[src/hdl/tts_pkg.sv]
// Shared types and constants for the tick task scheduler table.
// No dependencies; used by tts_cell, tts_head and the top file in hdl.
package tts_pkg;

  localparam int SLOT_COUNT = 16;
  localparam int SLOT_W     = (SLOT_COUNT > 1) ? $clog2(SLOT_COUNT) : 1;
  localparam int CNT_W      = $clog2(SLOT_COUNT + 1);

  typedef enum logic [1:0] {
    CMD_ADD      = 2'd0,
    CMD_TICK     = 2'd1,
    CMD_DISPATCH = 2'd2,
    CMD_DELETE   = 2'd3
  } cmd_t;

  typedef enum logic [2:0] {
    ST_ADDED    = 3'd0,
    ST_FULL     = 3'd1,
    ST_TICKED   = 3'd2,
    ST_RUN      = 3'd3,
    ST_NONE     = 3'd4,
    ST_DELETED  = 3'd5,
    ST_EMPTY    = 3'd6
  } status_t;

  typedef enum logic [2:0] {
    FSM_IDLE,
    FSM_DIV,
    FSM_WALK,
    FSM_EMIT,
    FSM_OUT
  } fsm_t;

  // One slot's contents as it travels round the ring.
  typedef struct packed {
    logic [7:0]  handle;
    logic [23:0] delay;
    logic [23:0] period;
    logic [7:0]  pending;
  } slot_t;

  // Operation applied by the head cell as a slot passes.
  typedef struct packed {
    logic        shift;
    cmd_t        cmd;
    logic        do_add;
    logic        do_run;
    logic        do_del;
    logic [7:0]  handle;
    logic [23:0] delay;
    logic [23:0] period;
  } head_ctl_t;

endpackage

[src/hdl/tts_cell.sv]
// One storage cell of the slot ring; passes its slot to the next cell on shift.
// Depends on tts_pkg.
module tts_cell (
  input  logic            clk,
  input  logic            rst_n,
  input  logic            shift,
  input  tts_pkg::slot_t  slot_in,
  output tts_pkg::slot_t  slot_out
);

  tts_pkg::slot_t slot_r;
  tts_pkg::slot_t slot_nxt;

  // hold unless the ring advances
  always_comb begin
    slot_nxt = shift ? slot_in : slot_r;
  end

  always_ff @(posedge clk) begin
    if (!rst_n) begin
      slot_r <= '0;
    end else begin
      slot_r <= slot_nxt;
    end
  end

  assign slot_out = slot_r;

endmodule

[src/hdl/tts_head.sv]
// Head cell logic: updates the slot leaving the ring's last cell before it
// re-enters cell 0. Depends on tts_pkg.
module tts_head (
  input  tts_pkg::head_ctl_t ctl,
  input  tts_pkg::slot_t     slot_in,
  output tts_pkg::slot_t     slot_out
);

  always_comb begin
    slot_out = slot_in;
    if (ctl.do_add) begin
      slot_out.handle  = ctl.handle;
      slot_out.delay   = ctl.delay;
      slot_out.period  = ctl.period;
      slot_out.pending = '0;
    end else if (ctl.do_del) begin
      slot_out = '0;
    end else if (ctl.do_run) begin
      // one-shot tasks leave once run
      if (slot_in.period == '0) begin
        slot_out = '0;
      end else begin
        slot_out.pending = slot_in.pending - 8'd1;
      end
    end else if (ctl.cmd == tts_pkg::CMD_TICK && slot_in.handle != '0) begin
      if (slot_in.delay == '0) begin
        if (slot_in.pending != 8'hFF) slot_out.pending = slot_in.pending + 8'd1;
        if (slot_in.period != '0) slot_out.delay = slot_in.period;
      end else begin
        slot_out.delay = slot_in.delay - 24'd1;
      end
    end
  end

endmodule

[src/hdl/tts_div.sv]
// Restoring divider: delay and period by the tick length, one bit a cycle each.
// No dependencies; no submodules.
module tts_div (
  input  logic        clk,
  input  logic        rst_n,
  input  logic        start,
  input  logic [23:0] num_a,
  input  logic [23:0] num_b,
  input  logic [9:0]  divisor,
  output logic        busy,
  output logic [23:0] quo_a,
  output logic [23:0] quo_b
);

  logic [4:0]  cnt_r, cnt_nxt;
  logic        busy_r, busy_nxt;
  logic [23:0] qa_r, qa_nxt, qb_r, qb_nxt;
  logic [10:0] ra_r, ra_nxt, rb_r, rb_nxt;
  logic [9:0]  d_r, d_nxt;
  logic [10:0] ta, tb;

  // shift in one dividend bit and subtract where it fits
  always_comb begin
    cnt_nxt = cnt_r; busy_nxt = busy_r;
    qa_nxt = qa_r; qb_nxt = qb_r; ra_nxt = ra_r; rb_nxt = rb_r; d_nxt = d_r;
    ta = {ra_r[9:0], qa_r[23]};
    tb = {rb_r[9:0], qb_r[23]};
    if (start) begin
      busy_nxt = 1'b1; cnt_nxt = 5'd0;
      qa_nxt = num_a; qb_nxt = num_b; ra_nxt = '0; rb_nxt = '0;
      d_nxt = (divisor == '0) ? 10'd1 : divisor;
    end else if (busy_r) begin
      if (ta >= {1'b0, d_r}) begin
        ra_nxt = ta - {1'b0, d_r}; qa_nxt = {qa_r[22:0], 1'b1};
      end else begin
        ra_nxt = ta; qa_nxt = {qa_r[22:0], 1'b0};
      end
      if (tb >= {1'b0, d_r}) begin
        rb_nxt = tb - {1'b0, d_r}; qb_nxt = {qb_r[22:0], 1'b1};
      end else begin
        rb_nxt = tb; qb_nxt = {qb_r[22:0], 1'b0};
      end
      cnt_nxt = cnt_r + 5'd1;
      if (cnt_r == 5'd23) busy_nxt = 1'b0;
    end
  end

  always_ff @(posedge clk) begin
    if (!rst_n) begin
      busy_r <= 1'b0;
      cnt_r  <= '0;
    end else begin
      busy_r <= busy_nxt;
      cnt_r  <= cnt_nxt;
    end
    qa_r <= qa_nxt; qb_r <= qb_nxt; ra_r <= ra_nxt; rb_r <= rb_nxt; d_r <= d_nxt;
  end

  assign busy  = busy_r;
  assign quo_a = qa_r;
  assign quo_b = qb_r;

endmodule

[src/hdl/tick_task_scheduler_table_top.sv]
// Tick task scheduler table: ring of slot cells walked one full turn per walked command.
// Sequence: an add goes from acceptance through a divider start, 24 divide steps, a
// hand-over, SLOT_COUNT walk steps and an emit to its word; add with handle zero yields
// no word and is not walked; other commands go through the walk steps and the emit to
// the final word; a stalled output holds a dispatch walk and the emit. Throughput: one
// command at a time; the next is taken only once the last output word has been taken.
// Reset: synchronous, active low; all slots empty, tick length 10.
// Depends on tts_pkg, tts_cell, tts_head, tts_div.
module tick_task_scheduler_table_top (
  input  logic        clk,
  input  logic        rst_n,
  input  logic        cfg_we,
  input  logic [9:0]  cfg_wdata,
  input  logic        in_valid,
  output logic        in_stall,
  input  logic [1:0]  in_command,
  input  logic [7:0]  in_task_handle,
  input  logic [23:0] in_delay_ms,
  input  logic [23:0] in_period_ms,
  input  logic [3:0]  in_slot_number,
  output logic        out_valid,
  input  logic        out_stall,
  output logic [2:0]  out_status,
  output logic [7:0]  out_run_handle,
  output logic [3:0]  out_slot_used,
  output logic        out_last_result
);

  localparam int N = tts_pkg::SLOT_COUNT;
  localparam int CW = tts_pkg::CNT_W;

  logic [9:0] tick_len_r;

  tts_pkg::fsm_t state_r, state_nxt;
  tts_pkg::cmd_t cmd_r, cmd_nxt;
  logic [7:0]  hnd_r, hnd_nxt;
  logic [3:0]  sn_r, sn_nxt;
  logic [23:0] dly_r, dly_nxt, per_r, per_nxt;
  logic [CW-1:0] pos_r, pos_nxt;
  logic        added_r, added_nxt;
  logic        found_r, found_nxt;
  logic [CW-1:0] nrun_r, nrun_nxt;
  logic [3:0]  slot_w_r, slot_w_nxt;
  logic [7:0]  rh_r, rh_nxt;
  logic [3:0]  rs_r, rs_nxt;
  logic        ov_r, ov_nxt;
  logic [2:0]  o_st_r, o_st_nxt;
  logic [7:0]  o_h_r, o_h_nxt;
  logic [3:0]  o_s_r, o_s_nxt;
  logic        o_l_r, o_l_nxt;

  logic        div_start, div_busy;
  logic [23:0] qa, qb;

  tts_pkg::slot_t   ring [N];
  tts_pkg::slot_t   head_out;
  tts_pkg::head_ctl_t ctl;
  logic [3:0]       pos4;

  // configuration register
  always_ff @(posedge clk) begin
    if (!rst_n) tick_len_r <= 10'd10;
    else if (cfg_we) tick_len_r <= cfg_wdata;
  end

  tts_div u_div (
    .clk(clk), .rst_n(rst_n), .start(div_start),
    .num_a(dly_r), .num_b(per_r), .divisor(tick_len_r),
    .busy(div_busy), .quo_a(qa), .quo_b(qb)
  );

  // ring of cells: the last cell feeds the head logic, which feeds cell 0
  tts_head u_head (.ctl(ctl), .slot_in(ring[N-1]), .slot_out(head_out));

  for (genvar g = 0; g < N; g++) begin : g_cell
    if (g == 0) begin : g_first
      tts_cell u_cell (.clk(clk), .rst_n(rst_n), .shift(ctl.shift),
                       .slot_in(head_out), .slot_out(ring[g]));
    end else begin : g_rest
      tts_cell u_cell (.clk(clk), .rst_n(rst_n), .shift(ctl.shift),
                       .slot_in(ring[g-1]), .slot_out(ring[g]));
    end
  end

  // the slot at the head has index pos_r during a walk
  assign pos4 = 4'(pos_r);

  // sequence one command through divide, walk and emit
  always_comb begin
    state_nxt = state_r; cmd_nxt = cmd_r; hnd_nxt = hnd_r; sn_nxt = sn_r;
    dly_nxt = dly_r; per_nxt = per_r; pos_nxt = pos_r; added_nxt = added_r;
    found_nxt = found_r; nrun_nxt = nrun_r; slot_w_nxt = slot_w_r;
    rh_nxt = rh_r; rs_nxt = rs_r;
    ov_nxt = ov_r; o_st_nxt = o_st_r; o_h_nxt = o_h_r; o_s_nxt = o_s_r;
    o_l_nxt = o_l_r;
    div_start = 1'b0;
    ctl = '0;
    ctl.cmd = cmd_r;
    ctl.handle = hnd_r;
    ctl.delay = qa;
    ctl.period = qb;
    in_stall = (state_r != tts_pkg::FSM_IDLE);

    if (ov_r && !out_stall) ov_nxt = 1'b0;

    case (state_r)
      tts_pkg::FSM_IDLE: begin
        if (in_valid && !ov_r) begin
          cmd_nxt = tts_pkg::cmd_t'(in_command);
          hnd_nxt = in_task_handle; sn_nxt = in_slot_number;
          dly_nxt = in_delay_ms; per_nxt = in_period_ms;
          pos_nxt = '0; added_nxt = 1'b0; found_nxt = 1'b0; nrun_nxt = '0;
          if (tts_pkg::cmd_t'(in_command) == tts_pkg::CMD_ADD) begin
            if (in_task_handle != '0) state_nxt = tts_pkg::FSM_DIV;
          end else begin
            state_nxt = tts_pkg::FSM_WALK;
          end
        end else begin
          in_stall = 1'b1;
        end
      end
      tts_pkg::FSM_DIV: begin
        if (!div_busy && !found_r) begin
          div_start = 1'b1; found_nxt = 1'b1;
        end else if (!div_busy && found_r) begin
          found_nxt = 1'b0; state_nxt = tts_pkg::FSM_WALK;
        end
      end
      tts_pkg::FSM_WALK: begin
        // act on the slot at the head, then advance the ring one place unless a dispatch is held
        ctl.shift = 1'b1;
        case (cmd_r)
          tts_pkg::CMD_ADD: begin
            if (!added_r && ring[N-1].handle == '0) begin
              ctl.do_add = 1'b1; added_nxt = 1'b1; slot_w_nxt = pos4;
            end
          end
          tts_pkg::CMD_DELETE: begin
            if ({{(8-CW){1'b0}}, pos_r} == {4'd0, sn_r} && ring[N-1].handle != '0) begin
              ctl.do_del = 1'b1; found_nxt = 1'b1; o_h_nxt = ring[N-1].handle;
            end
          end
          tts_pkg::CMD_DISPATCH: begin
            // hold the newest run word; send the one held before it as not last
            if (ring[N-1].pending != '0) begin
              ctl.do_run = 1'b1;
              ctl.shift = (nrun_r == '0) || !ov_r || !out_stall;
              if (ctl.shift) begin
                if (nrun_r != '0) begin
                  ov_nxt = 1'b1;
                  o_st_nxt = tts_pkg::ST_RUN; o_h_nxt = rh_r; o_s_nxt = rs_r;
                  o_l_nxt = 1'b0;
                end
                rh_nxt = ring[N-1].handle; rs_nxt = pos4;
                nrun_nxt = nrun_r + CW'(1);
              end
            end
          end
          default: ;
        endcase
        if (ctl.shift) begin
          pos_nxt = pos_r + CW'(1);
          if (pos_r == CW'(N - 1)) state_nxt = tts_pkg::FSM_EMIT;
        end
      end
      tts_pkg::FSM_EMIT: begin
        // every walked command closes with one final word here
        if (!ov_r || !out_stall) begin
          state_nxt = tts_pkg::FSM_IDLE;
          o_l_nxt = 1'b1;
          ov_nxt = 1'b1;
          case (cmd_r)
            tts_pkg::CMD_ADD: begin
              o_st_nxt = added_r ? tts_pkg::ST_ADDED : tts_pkg::ST_FULL;
              o_h_nxt = added_r ? hnd_r : 8'd0;
              o_s_nxt = added_r ? slot_w_r : 4'd0;
            end
            tts_pkg::CMD_TICK: begin
              o_st_nxt = tts_pkg::ST_TICKED; o_h_nxt = '0; o_s_nxt = '0;
            end
            tts_pkg::CMD_DISPATCH: begin
              if (nrun_r != '0) begin
                o_st_nxt = tts_pkg::ST_RUN; o_h_nxt = rh_r; o_s_nxt = rs_r;
              end else begin
                o_st_nxt = tts_pkg::ST_NONE; o_h_nxt = '0; o_s_nxt = '0;
              end
            end
            default: begin
              o_st_nxt = found_r ? tts_pkg::ST_DELETED : tts_pkg::ST_EMPTY;
              o_h_nxt = found_r ? o_h_r : 8'd0;
              o_s_nxt = sn_r;
            end
          endcase
        end
      end
      default: state_nxt = tts_pkg::FSM_IDLE;
    endcase
  end

  // hold the command, walk position, held run word and output word
  always_ff @(posedge clk) begin
    if (!rst_n) begin
      state_r <= tts_pkg::FSM_IDLE;
      ov_r    <= 1'b0;
    end else begin
      state_r <= state_nxt;
      ov_r    <= ov_nxt;
    end
    cmd_r <= cmd_nxt; hnd_r <= hnd_nxt; sn_r <= sn_nxt; dly_r <= dly_nxt;
    per_r <= per_nxt; pos_r <= pos_nxt; added_r <= added_nxt; found_r <= found_nxt;
    nrun_r <= nrun_nxt; slot_w_r <= slot_w_nxt; rh_r <= rh_nxt; rs_r <= rs_nxt;
    o_st_r <= o_st_nxt; o_h_r <= o_h_nxt; o_s_r <= o_s_nxt; o_l_r <= o_l_nxt;
  end

  assign out_valid       = ov_r;
  assign out_status      = o_st_r;
  assign out_run_handle  = o_h_r;
  assign out_slot_used   = o_s_r;
  assign out_last_result = o_l_r;

endmodule
[config.mk]
export PLATFORM = sky130hd
export DESIGN_NAME = tick_task_scheduler_table_top
export DESIGN_NICKNAME = d
export VERILOG_FILES = /design/src/hdl/tts_pkg.sv /design/src/hdl/tts_cell.sv /design/src/hdl/tts_head.sv /design/src/hdl/tts_div.sv /design/src/hdl/tick_task_scheduler_table_top.sv
export SDC_FILE = /design/constraint.sdc
export NUM_CORES = 2
export LEC_CHECK = 0
export ABC_AREA = 1
export BUFFER_PORTS_ARGS = -buffer_cell sky130_fd_sc_hd__buf_2
export CAP_MARGIN = 20
export CORE_ASPECT_RATIO = 1.1
export CORE_MARGIN = 4
export CORE_UTILIZATION = 45
export CTS_CLUSTER_DIAMETER = 150
export DETAILED_ROUTE_END_ITERATION = 6
export SLEW_MARGIN = 20
export SYNTH_ARGS = -nofsm -noshare
export SYNTH_HDL_FRONTEND = slang
export SYNTH_SLANG_ARGS = --single-unit
[constraint.sdc]
create_clock -name clk -period 5.6 [get_ports clk]
set_input_delay 0.28 -clock clk [delete_from_list [all_inputs] [get_ports clk]]
set_output_delay 0.28 -clock clk [all_outputs]
set_load 0.02 [all_outputs]
==> metrics.yaml <==
grt_pass1_wl_um: 173000
register_area_um2: 26200
syn_area_um2: 46500
cts.sinks: 1227
grt_overflow: 0
slowest_delay_ns: 0.53
fmax_mhz: 287
syn_avg_cell_area_um2: 7.94
clock_latency_ns: 0.74
clockBufferDepth: 3
syn2layout_area_growth_pct: 12.9
drv_cap: 0
cts_setup_buffers: 0
port_buffers: 94
synth_top_cell_area_share_pct: 45.8
yosys.area.top_type: "dfxtp_1"
clk_pin_slew_ns: 0.06
post_dp_cell_area_um2: 47400
yosysWarnings: 0
internal-power_mw: 20.9
die-area_um2: 109000
fin_nets: 5909
crit_family: "buffers and inverters"
boundaryPins: 95
drtIter0Drc: 3301
fillers: 9817
p_sw_share_pct: 37.2
crit_arrival_ns: 4.15
synth.most_common_cell: "nor2_1"
critPathBufInv: 3
crit_chain: "inv_1, ha_1, nand2_2, nor2_4, nor2_2, nand2_2, nand2_8, buf_4, buf_12, o21ai_0, nor2_1"
dp_hpwl_um: 62400
ant_nets: 0
core-area_um2: 102000
cp-end-kind: "flop"
die_x_um: 314
track_usage_pct: 19.1
synthDistinctLibCells: 42
totalWireLength_um: 106000
leakage_nw: 20.7
numCtsBuffers: 130
seq_power_share_pct: 42.2
avgRoutedWirePerCell_um: 14.6
grt_max_degree: 263
irDropWorstVdd_mv: 0.534
path_max_fanout: 232
syn_nets: 5966
syn_inst: 5854
multiInputGateArea_um2: 17900
dr.pass1.iters: 5
fp.dieH_um: 345
drive_gt1_share_pct: 6.12
synth_enable_flop_cells: 164
vias_per_cell: 5.05
hold_violations: 0
powerDensity_nw_per_um2: 634
clock_power_share_pct: 25.6
place_inst: 6957
synthArstFlopShare_pct: 0
fin_crit_ns: 3.49
start_util_pct: 45.4
grt_pass1_vias: 33500
setup_viol: 0
rows: 123
gp_congestion: 0.885
h-tree-depth: 4
final_area_um2: 52500
synth_seq_area_share_pct: 56.4
synthTopCellsByArea: "dfxtp_1 (46%), nor2_1 (16%), edfxtp_1 (11%)"
hp-class: "input port to flop"
setup-tns-final_ns: 0
vias: 36700
finalNonFillerCells: 7270
rsz0062_at_grt: "false"
outcome: "complete, no violations"
yosys-top-cells-count: "nor2_1 (1,987), dfxtp_1 (1,063), o21ai_0 (905)"
slew_headroom_pct: 26.9
fin_util_pct: 51.3
cts_tree: "done"
diodes: 0
worst_path_most_repeated_cell: "nand2_2"
fin_skew_ns: 0.0281
drcViolationCount: 0
combPwrFrac_pct: 32.1
grt_antenna_before_repair: 1
synth.ff_latch_count: 1227
root_buffer: "clkbuf_16"
synth-main-ff-cell: "dfxtp_1"
drv_slew: 0
startpoint_type: "flop"
fin_crit_sh_pct: 62.2
tightest_slew_ns: 1.10
cp.required_ns: 6.26
worst-setup-path-type: "flop to flop"
slowest_stage: "buf_4"
switching_power_mw: 12.4
## per-stage QoR
step                      power (mW)  hold slack, ns  setup slack (ns)
after global placement          24.8           0.437              2.30
after detailed placement        25.0           0.452              2.25
after global routing            36.0           0.144              1.86
after CTS                       33.7          0.0664              2.23
after floorplan                 22.3           0.379              1.64
final                           33.3           0.126              2.11
## metal layers
layer	routed length [um]	up-vias	GRT usage (%)
met1	49900	17000	25.7
met5	0	-	0
met4	2650	0	5.96
li1	-	18900	-
met3	4300	170	2.97
met2	49300	628	31.5
## state kept, by name, indices dropped and copies added, names as in the netlist, 3 cells and up
register	flops
u_div.rb_r	10
u_div.cnt_r	5
g_cell.g_rest.u_cell.slot_out	960
hnd_r	8
u_div.d_r	10
dly_r	24
u_div.ra_r	10
slot_w_r	4
per_r	24
pos_r	5
tick_len_r	10
rs_r	4
g_cell.g_first.u_cell.slot_out	64
out_status	3
u_div.quo_b	24
u_div.quo_a	24
rh_r	8
out_slot_used	4
sn_r	4
nrun_r	5
out_run_handle	8
## what timing repair did
item,4_1_cts,5_1_grt
hold buffers,83,0
resized for setup,0,0
endpoints found under the hold margin,78,0
## placed cells by master (no fill, tap or decap), drive strengths merged, types with 8 or more instances in the layout
cell / n
a21oi: 208
a22oi: 27
a31oi: 11
buf: 133
clkbuf: 196
clkinv: 20
dfxtp: 1063
dlygate4sd3: 83
edfxtp: 164
ha: 33
inv: 180
nand2: 464
nand3: 127
nand4: 36
nor2: 1994
nor3: 15
o21ai: 1081
or2: 9
xnor2: 8
xor2: 15
## layout make-up
| cell class | instances | area share (%) |
|---|---|---|
| clock buffer | 196 | 7.40 |
| tap | 1375 | 3.28 |
| inverter | 172 | 1.27 |
| clock inverter | 34 | 0.762 |
| sequential | 1227 | 49.9 |
| multi-input combinational | 4050 | 34.0 |
| timing repair buffer | 216 | 3.39 |
## worst paths after layout
path                                         from                              endpoint  slack (ns)  cells past startpoint
min reg2reg                        u_div.cnt_r[4]                        u_div.cnt_r[4]        0.46                      1
max          g_cell[15].g_rest.u_cell.slot_out[0]  g_cell[4].g_rest.u_cell.slot_out[25]        2.11                     11
max reg2reg  g_cell[15].g_rest.u_cell.slot_out[0]  g_cell[4].g_rest.u_cell.slot_out[25]        2.11                     11
min                                         rst_n  g_cell[5].g_rest.u_cell.slot_out[29]        0.13                      3
## worst register-to-register path, delay by kind of cell (launching register included)
family	cells	cell delay, ns
AO/OA/AOI/OAI	1	0.57
adder cells (fa/ha/maj)	1	0.27
buffers and inverters	3	1.19
flip-flops	1	0.40
AND/OR/NAND/NOR	6	0.99
## power by group through the flow
stage               Sequential [mW]  Combinational, mW  Clock (mW)
CTS                            14.1               10.8        8.79
global placement               14.2               10.6           0
floorplan                      13.6               8.70           0
finish                         14.1               10.7        8.53
global route                   14.4               12.5        9.13
detailed placement             14.2               10.7           0
## cells by family (layout without fill, tap and decap cells)
logic type	Yosys count	after routing	share of synthesized area, %
flip-flops	1227	1227	56.4
multiplexers	2	2	0.0484
adder cells (fa/ha/maj)	35	35	0.974
AND/OR/NAND/NOR	2655	2655	22.3
AO/OA/AOI/OAI	1335	1335	14.6
buffers and inverters	577	618	5.29
XOR/XNOR	23	23	0.433
No activity file was read; power rests on OpenSTA's default activity.
